## src/rtl/hsrm_pkg.sv

```systemverilog
// Shared types and constants for the HLS skin range mask.
// Used by the configuration registers, the reference lanes and the top level.
// No dependencies.
package hsrm_pkg;

    // Table geometry and field widths
    localparam int ENTRIES_DEFAULT = 16;
    localparam int CHAN_W          = 8;
    localparam int TOL_W           = 7;
    localparam int IDX_W           = 4;
    localparam int CFG_DATA_W      = 32;
    localparam int CFG_ADDR_W      = 5;

    // Operation codes carried in tuser
    localparam logic OP_LOAD  = 1'b0;
    localparam logic OP_PIXEL = 1'b1;

    // Register indexes (byte address / 4)
    typedef enum logic [2:0] {
        REG_HUE_BELOW   = 3'd0,
        REG_HUE_ABOVE   = 3'd1,
        REG_LIGHT_BELOW = 3'd2,
        REG_LIGHT_ABOVE = 3'd3,
        REG_SAT_BELOW   = 3'd4,
        REG_SAT_ABOVE   = 3'd5
    } t_reg_idx;

    // Reset values of the tolerances
    localparam logic [TOL_W-1:0] RST_HUE_BELOW   = 7'd100;
    localparam logic [TOL_W-1:0] RST_HUE_ABOVE   = 7'd53;
    localparam logic [TOL_W-1:0] RST_LIGHT_BELOW = 7'd31;
    localparam logic [TOL_W-1:0] RST_LIGHT_ABOVE = 7'd91;
    localparam logic [TOL_W-1:0] RST_SAT_BELOW   = 7'd36;
    localparam logic [TOL_W-1:0] RST_SAT_ABOVE   = 7'd100;

    // One colour in HLS order
    typedef struct packed {
        logic [CHAN_W-1:0] saturation;
        logic [CHAN_W-1:0] lightness;
        logic [CHAN_W-1:0] hue;
    } t_color;

    // Window tolerances handed from the register block to every lane
    typedef struct packed {
        logic [TOL_W-1:0] hue_below;
        logic [TOL_W-1:0] hue_above;
        logic [TOL_W-1:0] light_below;
        logic [TOL_W-1:0] light_above;
        logic [TOL_W-1:0] sat_below;
        logic [TOL_W-1:0] sat_above;
    } t_tol;

endpackage

```

## src/rtl/hls_skin_range_mask.sv

```systemverilog
// Top level of the HLS skin range mask: input register, reference lanes,
// result register. Depends on hsrm_pkg, hsrm_cfg_regs and hsrm_lane.
//
// Usage:
//   s_axis carries load and pixel items. tuser is the operation (0 load,
//   1 pixel). A load writes the colour in tdata into entry entry_index
//   (indexes of ENTRIES or more are dropped) and gives no result. A pixel
//   is compared with every entry in parallel and gives one transfer on
//   m_axis with in_mask in tdata bit 0.
//   The APB port sets the six tolerances at byte addresses 0..20; pready is
//   always high and writes are meant for idle periods only.
// Flow:
//   One item is taken every cycle while m_axis does not stall. A pixel result
//   passes the input register, then the result register, before it is on
//   m_axis; a load passes the input register and then lands in the table,
//   in time for the next pixel.
// Reset:
//   Clears the table to zero, restores the tolerances, empties both stages.
// Stall:
//   While a result waits on m_axis the pipeline holds; s_axis_tready stays
//   high while the input register is empty or can move on, so two items are
//   held before the input stalls.
module hls_skin_range_mask #(
    parameter int ENTRIES = hsrm_pkg::ENTRIES_DEFAULT
) (
    input  logic                             i_clk,
    input  logic                             i_rst_n,
    // Input stream
    input  logic                             s_axis_tvalid,
    output logic                             s_axis_tready,
    // tdata: [3:0] entry_index, [11:4] hue, [19:12] lightness,
    //        [27:20] saturation, [31:28] zero
    input  logic [31:0]                      s_axis_tdata,
    // tuser: [0] operation
    input  logic                             s_axis_tuser,
    // Result stream
    output logic                             m_axis_tvalid,
    input  logic                             m_axis_tready,
    // tdata: [0] in_mask, [7:1] zero
    output logic [7:0]                       m_axis_tdata,
    // Configuration
    input  logic                             psel,
    input  logic                             penable,
    input  logic                             pwrite,
    input  logic [hsrm_pkg::CFG_ADDR_W-1:0]  paddr,
    input  logic [hsrm_pkg::CFG_DATA_W-1:0]  pwdata,
    output logic [hsrm_pkg::CFG_DATA_W-1:0]  prdata,
    output logic                             pready
);

    hsrm_pkg::t_tol   tol;

    // Input stage
    logic                       r_in_valid;
    logic                       r_in_op;
    logic [hsrm_pkg::IDX_W-1:0] r_in_idx;
    hsrm_pkg::t_color           r_in_color;

    // Result stage
    logic                       r_out_valid;
    logic                       r_out_mask;

    logic                       advance;
    logic                       in_xfer;
    logic                       load_commit;
    logic [ENTRIES-1:0]         lane_wr;
    logic [ENTRIES-1:0]         lane_hit;

    assign advance       = !r_out_valid || m_axis_tready;
    assign s_axis_tready = !r_in_valid || advance;
    assign in_xfer       = s_axis_tvalid && s_axis_tready;
    assign load_commit   = advance && r_in_valid && (r_in_op == hsrm_pkg::OP_LOAD);

    hsrm_cfg_regs u_cfg (
        .i_clk   (i_clk),
        .i_rst_n (i_rst_n),
        .psel    (psel),
        .penable (penable),
        .pwrite  (pwrite),
        .paddr   (paddr),
        .pwdata  (pwdata),
        .prdata  (prdata),
        .pready  (pready),
        .o_tol   (tol)
    );

    // Capture a transfer into the input register
    always_ff @(posedge i_clk) begin
        if (!i_rst_n) begin
            r_in_valid <= 1'b0;
        end else if (s_axis_tready) begin
            r_in_valid <= s_axis_tvalid;
        end
    end

    always_ff @(posedge i_clk) begin
        if (in_xfer) begin
            r_in_op               <= s_axis_tuser;
            r_in_idx              <= s_axis_tdata[3:0];
            r_in_color.hue        <= s_axis_tdata[11:4];
            r_in_color.lightness  <= s_axis_tdata[19:12];
            r_in_color.saturation <= s_axis_tdata[27:20];
        end
    end

    // One lane per table entry
    for (genvar g = 0; g < ENTRIES; g++) begin : g_lane
        assign lane_wr[g] = load_commit && (int'(r_in_idx) == g);

        hsrm_lane u_lane (
            .i_clk   (i_clk),
            .i_rst_n (i_rst_n),
            .i_wr_en (lane_wr[g]),
            .i_pixel (r_in_color),
            .i_tol   (tol),
            .o_hit   (lane_hit[g])
        );
    end

    // Advance pixel results into the result register; loads leave nothing
    always_ff @(posedge i_clk) begin
        if (!i_rst_n) begin
            r_out_valid <= 1'b0;
        end else if (advance) begin
            r_out_valid <= r_in_valid && (r_in_op == hsrm_pkg::OP_PIXEL);
        end
    end

    always_ff @(posedge i_clk) begin
        if (advance) begin
            r_out_mask <= |lane_hit;
        end
    end

    assign m_axis_tvalid = r_out_valid;
    assign m_axis_tdata  = {7'b0, r_out_mask};

endmodule

```

## src/rtl/hsrm_cfg_regs.sv

```systemverilog
// APB-style register block holding the six window tolerances.
// Depends on hsrm_pkg.
module hsrm_cfg_regs (
    input  logic                             i_clk,
    input  logic                             i_rst_n,
    input  logic                             psel,
    input  logic                             penable,
    input  logic                             pwrite,
    input  logic [hsrm_pkg::CFG_ADDR_W-1:0]  paddr,
    input  logic [hsrm_pkg::CFG_DATA_W-1:0]  pwdata,
    output logic [hsrm_pkg::CFG_DATA_W-1:0]  prdata,
    output logic                             pready,
    output hsrm_pkg::t_tol                   o_tol
);

    hsrm_pkg::t_tol      r_tol;
    hsrm_pkg::t_reg_idx  reg_sel;
    logic                wr_en;
    logic [hsrm_pkg::TOL_W-1:0] wr_val;
    logic [hsrm_pkg::TOL_W-1:0] rd_val;

    assign pready  = 1'b1;
    assign reg_sel = hsrm_pkg::t_reg_idx'(paddr[4:2]);
    assign wr_en   = psel & penable & pwrite & pready;
    assign wr_val  = pwdata[hsrm_pkg::TOL_W-1:0];

    // Write the addressed tolerance; unknown indexes fall through
    always_ff @(posedge i_clk) begin
        if (!i_rst_n) begin
            r_tol.hue_below   <= hsrm_pkg::RST_HUE_BELOW;
            r_tol.hue_above   <= hsrm_pkg::RST_HUE_ABOVE;
            r_tol.light_below <= hsrm_pkg::RST_LIGHT_BELOW;
            r_tol.light_above <= hsrm_pkg::RST_LIGHT_ABOVE;
            r_tol.sat_below   <= hsrm_pkg::RST_SAT_BELOW;
            r_tol.sat_above   <= hsrm_pkg::RST_SAT_ABOVE;
        end else if (wr_en) begin
            case (reg_sel)
                hsrm_pkg::REG_HUE_BELOW:   r_tol.hue_below   <= wr_val;
                hsrm_pkg::REG_HUE_ABOVE:   r_tol.hue_above   <= wr_val;
                hsrm_pkg::REG_LIGHT_BELOW: r_tol.light_below <= wr_val;
                hsrm_pkg::REG_LIGHT_ABOVE: r_tol.light_above <= wr_val;
                hsrm_pkg::REG_SAT_BELOW:   r_tol.sat_below   <= wr_val;
                hsrm_pkg::REG_SAT_ABOVE:   r_tol.sat_above   <= wr_val;
                default: ;
            endcase
        end
    end

    // Read back the addressed tolerance, zero for unknown indexes
    always_comb begin
        case (reg_sel)
            hsrm_pkg::REG_HUE_BELOW:   rd_val = r_tol.hue_below;
            hsrm_pkg::REG_HUE_ABOVE:   rd_val = r_tol.hue_above;
            hsrm_pkg::REG_LIGHT_BELOW: rd_val = r_tol.light_below;
            hsrm_pkg::REG_LIGHT_ABOVE: rd_val = r_tol.light_above;
            hsrm_pkg::REG_SAT_BELOW:   rd_val = r_tol.sat_below;
            hsrm_pkg::REG_SAT_ABOVE:   rd_val = r_tol.sat_above;
            default:                   rd_val = '0;
        endcase
    end

    assign prdata = {{(hsrm_pkg::CFG_DATA_W - hsrm_pkg::TOL_W){1'b0}}, rd_val};
    assign o_tol  = r_tol;

endmodule

```

## src/rtl/hsrm_lane.sv

```systemverilog
// One reference colour entry and its window compare against the current pixel.
// Depends on hsrm_pkg.
module hsrm_lane (
    input  logic             i_clk,
    input  logic             i_rst_n,
    input  logic             i_wr_en,
    input  hsrm_pkg::t_color i_pixel,
    input  hsrm_pkg::t_tol   i_tol,
    output logic             o_hit
);

    hsrm_pkg::t_color r_mean;
    logic hit_h;
    logic hit_l;
    logic hit_s;

    // Inside [max(mean-below,0), min(mean+above,255)]; clamps drop out since
    // the pixel value is itself within 0..255
    function automatic logic in_window(
        input logic [hsrm_pkg::CHAN_W-1:0] v,
        input logic [hsrm_pkg::CHAN_W-1:0] mean,
        input logic [hsrm_pkg::TOL_W-1:0]  below,
        input logic [hsrm_pkg::TOL_W-1:0]  above
    );
        logic [hsrm_pkg::CHAN_W:0] v_ext;
        logic [hsrm_pkg::CHAN_W:0] m_ext;
        logic [hsrm_pkg::CHAN_W:0] lo_ok_sum;
        logic [hsrm_pkg::CHAN_W:0] hi_sum;
        v_ext     = {1'b0, v};
        m_ext     = {1'b0, mean};
        lo_ok_sum = v_ext + (hsrm_pkg::CHAN_W+1)'(below);
        hi_sum    = m_ext + (hsrm_pkg::CHAN_W+1)'(above);
        return (lo_ok_sum >= m_ext) && (v_ext <= hi_sum);
    endfunction

    // Hold the entry; the pixel bus carries the new mean on a load
    always_ff @(posedge i_clk) begin
        if (!i_rst_n) begin
            r_mean <= '0;
        end else if (i_wr_en) begin
            r_mean <= i_pixel;
        end
    end

    assign hit_h = in_window(i_pixel.hue, r_mean.hue, i_tol.hue_below, i_tol.hue_above);
    assign hit_l = in_window(i_pixel.lightness, r_mean.lightness,
                             i_tol.light_below, i_tol.light_above);
    assign hit_s = in_window(i_pixel.saturation, r_mean.saturation,
                             i_tol.sat_below, i_tol.sat_above);
    assign o_hit = hit_h & hit_l & hit_s;

endmodule
```

## config.mk

```make
export PLATFORM = sky130hd
export DESIGN_NAME = hls_skin_range_mask
export DESIGN_NICKNAME = d
export VERILOG_FILES = /design/src/rtl/hsrm_pkg.sv /design/src/rtl/hls_skin_range_mask.sv /design/src/rtl/hsrm_cfg_regs.sv /design/src/rtl/hsrm_lane.sv
export SDC_FILE = /design/constraint.sdc
export NUM_CORES = 2
export LEC_CHECK = 0
export BUFFER_PORTS_ARGS = -buffer_cell sky130_fd_sc_hd__buf_4
export CAP_MARGIN = 20
export CELL_PAD_IN_SITES_DETAIL_PLACEMENT = 1
export CELL_PAD_IN_SITES_GLOBAL_PLACEMENT = 1
export CORE_ASPECT_RATIO = 1.2
export CORE_UTILIZATION = 50
export CTS_CLUSTER_DIAMETER = 200
export DETAILED_ROUTE_END_ITERATION = 8
export PLACE_DENSITY = 0.82
export SLEW_MARGIN = 10
export SYNTH_ARGS = -nofsm -noshare
export SYNTH_HDL_FRONTEND = slang
export SYNTH_HIERARCHICAL = 1
export SYNTH_SLANG_ARGS = --single-unit
```

## constraint.sdc

```tcl
create_clock -name i_clk -period 10.2 [get_ports i_clk]
set_input_delay 1.53 -clock i_clk [delete_from_list [all_inputs] [get_ports i_clk]]
set_output_delay 1.53 -clock i_clk [all_outputs]
set_load 0.02 [all_outputs]
```

Yosys cells after proc, flatten, opt, wreduce, memory -nomap -nowiden
Cells that the tools add are included.
- shift operators: 0
- mux-type cells: 1
- add/subtract/negate cells: 51
- magnitude comparators: 96
- multipliers: 0
- equality and inequality tests: 20
- reductions and logical operators: 81
- bitwise logic cells: 35
- div/mod/pow operators: 0
- operators with widths (kind ; count):
    8-bit by 7-bit adder with 9-bit output ; 51
    9-bit by 8-bit greater-or-equal comparator with 1-bit output ; 48
    8-bit by 9-bit <= comparator with 1-bit output ; 48
    1-bit logical AND ; 68
    7-bit case mux with 6 select lines ; 1
    1-bit AND ; 34
    4-bit == test (second input constant) ; 8
    4-bit by 3-bit == test with 1-bit output (second input constant) ; 4
    16-bit OR reduction ; 1
    2-bit AND reduction ; 6
    4-bit by 2-bit == test with 1-bit output (second input constant) ; 2
    3-bit by 2-bit == test with 1-bit output (second input constant) ; 2
    3-bit == test (second input constant) ; 2
    4-bit by 1-bit == test with 1-bit output (second input constant) ; 1
    4-bit logical NOT ; 1
    3-bit by 1-bit == test with 1-bit output (second input constant) ; 1
    3-bit logical NOT ; 1
    1-bit logical NOT ; 2
    1-bit logical OR ; 2
    1-bit NOT ; 1
- register bits: 458
- ROM bits: 0
- memories: 0
- bits of input ports: 77
- bits in writable memories: 0
- output and inout bits: 43
- latch bits: 0

Longest topological paths before layout
- depth in word-level cells: 6
- gate-level depth with buffers: 17
- depth with buffers taken out: 17

Modules after synthesis
The synthesis kept the hierarchy.
- by module, submodules not included (module ; sequential area each (um^2) ; instances ; area each (um^2) ; cells each):
    hsrm_lane at g_lane[14].u_lane ... ; 480.5 ; 6 ; 3653.5 ; 423
    hsrm_lane at g_lane[12].u_lane ... ; 480.5 ; 6 ; 3649.8 ; 426
    hsrm_lane at g_lane[0].u_lane ... ; 480.5 ; 3 ; 3684.8 ; 430
    hsrm_lane at g_lane[9].u_lane ; 480.5 ; 1 ; 3614.7 ; 426
    hsrm_cfg_regs ; 840.8 ; 1 ; 2239.6 ; 255
    hls_skin_range_mask ; 940.9 ; 1 ; 1291.2 ; 83

Worst setup path after synthesis
Ideal clock, no wire load.
- path kind: register to register
- from: register r_in_color[17] (netlist bit)
- to: register r_out_mask, data pin
- cell stages (with the launch flop): 17
- buffers on the path: 0
- library setup time: 273 ps
- required time: 9927 ps
- period minus slack after synthesis: 4305 ps
- arrival: 4033 ps
- path slack: 5895 ps
- path through: edfxtp_1 inv_1 fa_1 nor2b_1 o21a_1 o21ai_0 a21oi_1 xnor2_1 ha_1 a21oi_1 nand2_1 a221oi_1 o21ai_0 a31oi_1 nor4_2 nor4_1 nand4_1
- longest elaborated chain between the ends: 5
- elaborated cells on any way between the ends: 66
- classes of those cells: add/sub: 1; order compare: 32; bitwise: 16; reduce/logical: 17
- ends and longest elaborated chain (what ; line ; text):
    start: declaration ; hls_skin_range_mask.sv:57 ; hsrm_pkg::t_color r_in_color;
    8-bit by 7-bit adder with 9-bit output ; hsrm_lane.sv:31 ; lo_ok_sum = v_ext + (hsrm_pkg::CHAN_W+1)'(below);
    9-bit by 8-bit greater-or-equal comparator with 1-bit output ; hsrm_lane.sv:33 ; return (lo_ok_sum >= m_ext) && (v_ext <= hi_sum);
    1-bit logical AND * ; hsrm_lane.sv:33 ;
    1-bit AND * ; hsrm_lane.sv:50 ; assign o_hit = hit_h & hit_l & hit_s;
    net lane_hit[10] ; hls_skin_range_mask.sv:67 ; logic [ENTRIES-1:0] lane_hit;
    16-bit OR reduction * ; hls_skin_range_mask.sv:131 ; r_out_mask <= |lane_hit;
    end signal: assignment ; hls_skin_range_mask.sv:131 ;
    end: declaration ; hls_skin_range_mask.sv:61 ; logic r_out_mask;
The timed path passes the listed nets; every way through them passes the cells marked *.
A chain may end at the register's enable or synchronous reset.

Worst setup path after layout
- from: register r_in_color[16] (netlist bit)
- to: register r_out_mask, data pin
Same word-level chain as after synthesis.

==> impl_metrics.csv <==
group,metric,value,unit
status,run_status,"finished, final reports clean",
worst_setup_path,crit_family,"compound AO/OA/AOI/OAI gates",
clock_tree,cts_sinks,458,
sta,slew_headroom,22.1,%
grt,grt_first_pass_wirelength,323,mm
synthesis,synthDistinctLibCells,74,
clock_tree,cts_max_path_buffers,3,
floorplanning,pin_count,120,
run,max_cap_viol_count,0,
placement,portBuffers,55,
worst_setup_path,path_cells,"buf_4 -> buf_4 -> ha_1 -> inv_1 -> fa_1 -> nor2b_1 -> o21a_1 -> o21a_1 -> o21a_1 -> nor2_1 -> xnor2_1 -> ha_1 -> a21o_1 -> a2111oi_2 -> nor4_1 -> buf_4 -> nor4_1 -> nand4_1",
worst_setup_path,crit_required,10.58,ns
sta,fin_setup_tns,0,ns
synthesis,synth_fa_ha_area_share,32.1,%
drt,wl_per_cell,23.0,microns
sta,finalSetupViolations,0,
layout,nFillCells,14700,
clock_tree,clk_pin_slew,0.06,ns
sta,finalCritPeriodShare,55.2,%
pwr,power.density,86.3,nW/um^2
synthesis,postSynthAreaPerCell,8.68,sq um
worst_hold_path,min_path_type,"reg -> reg",
synthesis,yosysWarnings,6,
sta,hold_viol,0,
layout,final_layout_size_suffix_gt1_share,5.35,%
clock_tree,cts_hold_buffers,0,
sta,rsz0062_at_grt,"no",
synthesis,seq_area_frac_synth,15.3,%
layout,nets,8900,
clock_tree,htree_levels,2,
worst_setup_path,critPathKind,"reg -> reg",
synthesis,synth_flop_cell,"dfxtp_1",
floorplanning,die_x,324,microns
synthesis,synth_cells,7148,
synthesis,syn_area,62000,sq um
synthesis,synth_top_family_by_area,"adder cells",
worst_setup_path,arrival,6.01,ns
drt,drt_drc_violations_left,0,
synthesis,synthMuxAreaShare,6.83,%
drt,routed-via-count,54900,
worst_setup_path,slowest_delay,0.93,ns
pwr,vdd.ir_drop.worst,0.145,mV
sta,period_needed,5.63,ns
clock_tree,post_cts.repair.setup_buffers,0,
layout,final_cells,8979,
synthesis,synth_compound_area_share,18.3,%
pwr,leakagePower,28.6,nW
clock_tree,cts_root_buffer,"clkbuf_16",
worst_setup_path,crit_path_end_kind,"register",
grt,antenna_found_initial,13,
clock_tree,cts_buffers,61,
clock_tree,ctsResizeCount,0,
worst_setup_path,slowest_stage,"a2111oi_2",
clock_tree,clock_latency,0.71,ns
synthesis,async_flop_share,0,%
sta,hold-worst-slack,0.537,ns
placement,dp.cells,8866,
sta,worst_pin_slew,1.16,ns
grt,grt_max_degree,121,
layout,area_growth,8.06,%
worst_setup_path,critPathBufInv,4,
synthesis,synthXorXnorAreaFrac,7.60,%
floorplanning,initial_core_util,50.4,%
worst_setup_path,crit_fanout,31,
drt,vias_per_cell,6.12,
placement,gp_routability_congestion,0.881,
placement,dp_hpwl,147,mm
worst_setup_path,start_kind,"register",
floorplanning,row_count,141,
drt,ant_nets,0,
synthesis,yosys.area_share.simple,14.3,%
grt,grt_pass1_vias,59300,
clock_tree,cts_tree,"done",
sta,max_freq,178,MHz
sta,maxSlewViolCount,0,
drt,dr.pass1.iters,5,
floorplanning,dieHeight,388,microns
grt,grtUsageTotal,32.6,%
grt,grt-ovfl-total,0,
floorplanning,die_area,125000,sq um
drt,wirelength,207,mm
sta,skew,0.0301,ns
drt,drt_iter0_drc,2447,
synthesis,synth_seq_cells,458,
synthesis,synth_enable_flop_cells,30,
floorplanning,core,123000,sq um
cell usage after synthesis, types with 18 or more instances:
library cell / instances / area, sq um
nand2_1: 233 / 875
nor2_1: 338 / 1270
a21o_1: 208 / 1560
o21ai_1: 42 / 210
fa_1: 96 / 1920
a311oi_1: 25 / 219
nand3_1: 100 / 500
dfxtp_1: 428 / 8570
nor2b_1: 520 / 3250
xnor2_1: 361 / 3160
nand4_1: 105 / 657
o41ai_2: 24 / 390
a31oi_1: 43 / 269
o41ai_1: 37 / 324
mux2i_1: 414 / 4140
inv_1: 713 / 2680
a2111oi_0: 18 / 158
buf_4: 37 / 278
o21bai_1: 44 / 330
nand2b_1: 128 / 801
edfxtp_1: 30 / 901
o21ai_0: 346 / 1730
o221ai_1: 19 / 166
a211oi_1: 86 / 646
buf_2: 40 / 200
o31a_1: 24 / 210
ha_1: 1440 / 18000
clkbuf_1: 53 / 199
o211ai_1: 74 / 556
or3_1: 35 / 219
o2111ai_1: 19 / 166
nor4_1: 37 / 231
xor2_1: 177 / 1550
a21oi_1: 360 / 1800
nor3_1: 80 / 400
o21a_1: 198 / 1490
tightest hold or removal path, stage by stage (launching register included):
cell     delay [ns]
dfxtp_2        0.33
nand2_1        0.06
mux2i_1        0.09
cell families after synthesis:
group,Yosys count
simple gates,1651
fa+ha+maj,1536
flops,458
xor+xnor,538
other cells,3
buf+inv,848
compound gates,1692
mux,422
power breakdown:
part	internal [W]	leakage (nW)	switching, W	total, W
clock network	0.00130	1.00	0.000956	0.00226
registers	0.00183	3.74	0.0000219	0.00185
logic	0.000682	23.9	0.000993	0.00168
state kept, by name, summed over array words and instances (netlist names):
register / flops
g_lane.u_lane/r_mean: 384
u_cfg/o_tol: 42
r_in_color: 24
r_in_idx: 4
m_axis_tvalid: 1
r_in_op: 1
r_in_valid: 1
r_out_mask: 1
final cells by class:
class	count	area (sq um)	area share (%)
Clock buffer	85	1780	2.65
Clock inverter	24	234	0.349
Multi-Input combinational cell	5872	49400	73.7
Tap cell	1644	2060	3.07
Timing Repair Buffer	181	1410	2.11
Inverter	713	2680	3.99
Sequential cell	458	9480	14.1
Antenna cell	2	5.00	0.00747
path summary, 6_finish.rpt:
check / start / endpoint / cells past startpoint / slack (ns)
min: u_cfg/o_tol[1] / u_cfg/o_tol[1] / 2 / 0.54
max reg2reg: r_in_color[16] / r_out_mask / 18 / 4.57
max: r_in_color[16] / r_out_mask / 18 / 4.57
min reg2reg: u_cfg/o_tol[1] / u_cfg/o_tol[1] / 2 / 0.54
routing by layer:
metal	GRT usage, %	vias up	routed length (microns)
li1	-	25900	-
met1	36.9	27300	84400
met2	58.3	1056	101000
met3	3.98	609	7520
met4	18.8	16	13400
met5	0	-	110
stage by stage:
step / cell area [sq um] / setup WS, ns / total power [W] / util (%)
after floorplan: 62100 / 5.89 / 0.00302 / -
after global placement: 65000 / 4.92 / 0.00343 / 52.8
after detailed placement: 65000 / 4.79 / 0.00353 / 52.8
after CTS: 67000 / 4.71 / 0.00582 / 54.4
after global routing: 67000 / 4.49 / 0.00606 / 54.4
final: 67000 / 4.57 / 0.00578 / 54.4
placed cells by master, fill, tap and decap left out, types with 105 or more instances in the layout:
| cell | count |
|---|---|
| nand2b_1 | 128 |
| inv_1 | 713 |
| nand2_1 | 233 |
| ha_1 | 1440 |
| xor2_1 | 177 |
| o21a_1 | 198 |
| a21o_1 | 208 |
| dfxtp_1 | 418 |
| nor2_1 | 338 |
| xnor2_1 | 361 |
| mux2i_1 | 414 |
| a21oi_1 | 360 |
| o21ai_0 | 346 |
| buf_4 | 174 |
| nor2b_1 | 519 |
| nand4_1 | 105 |
Note: power is estimated with default switching activity, not from simulation.
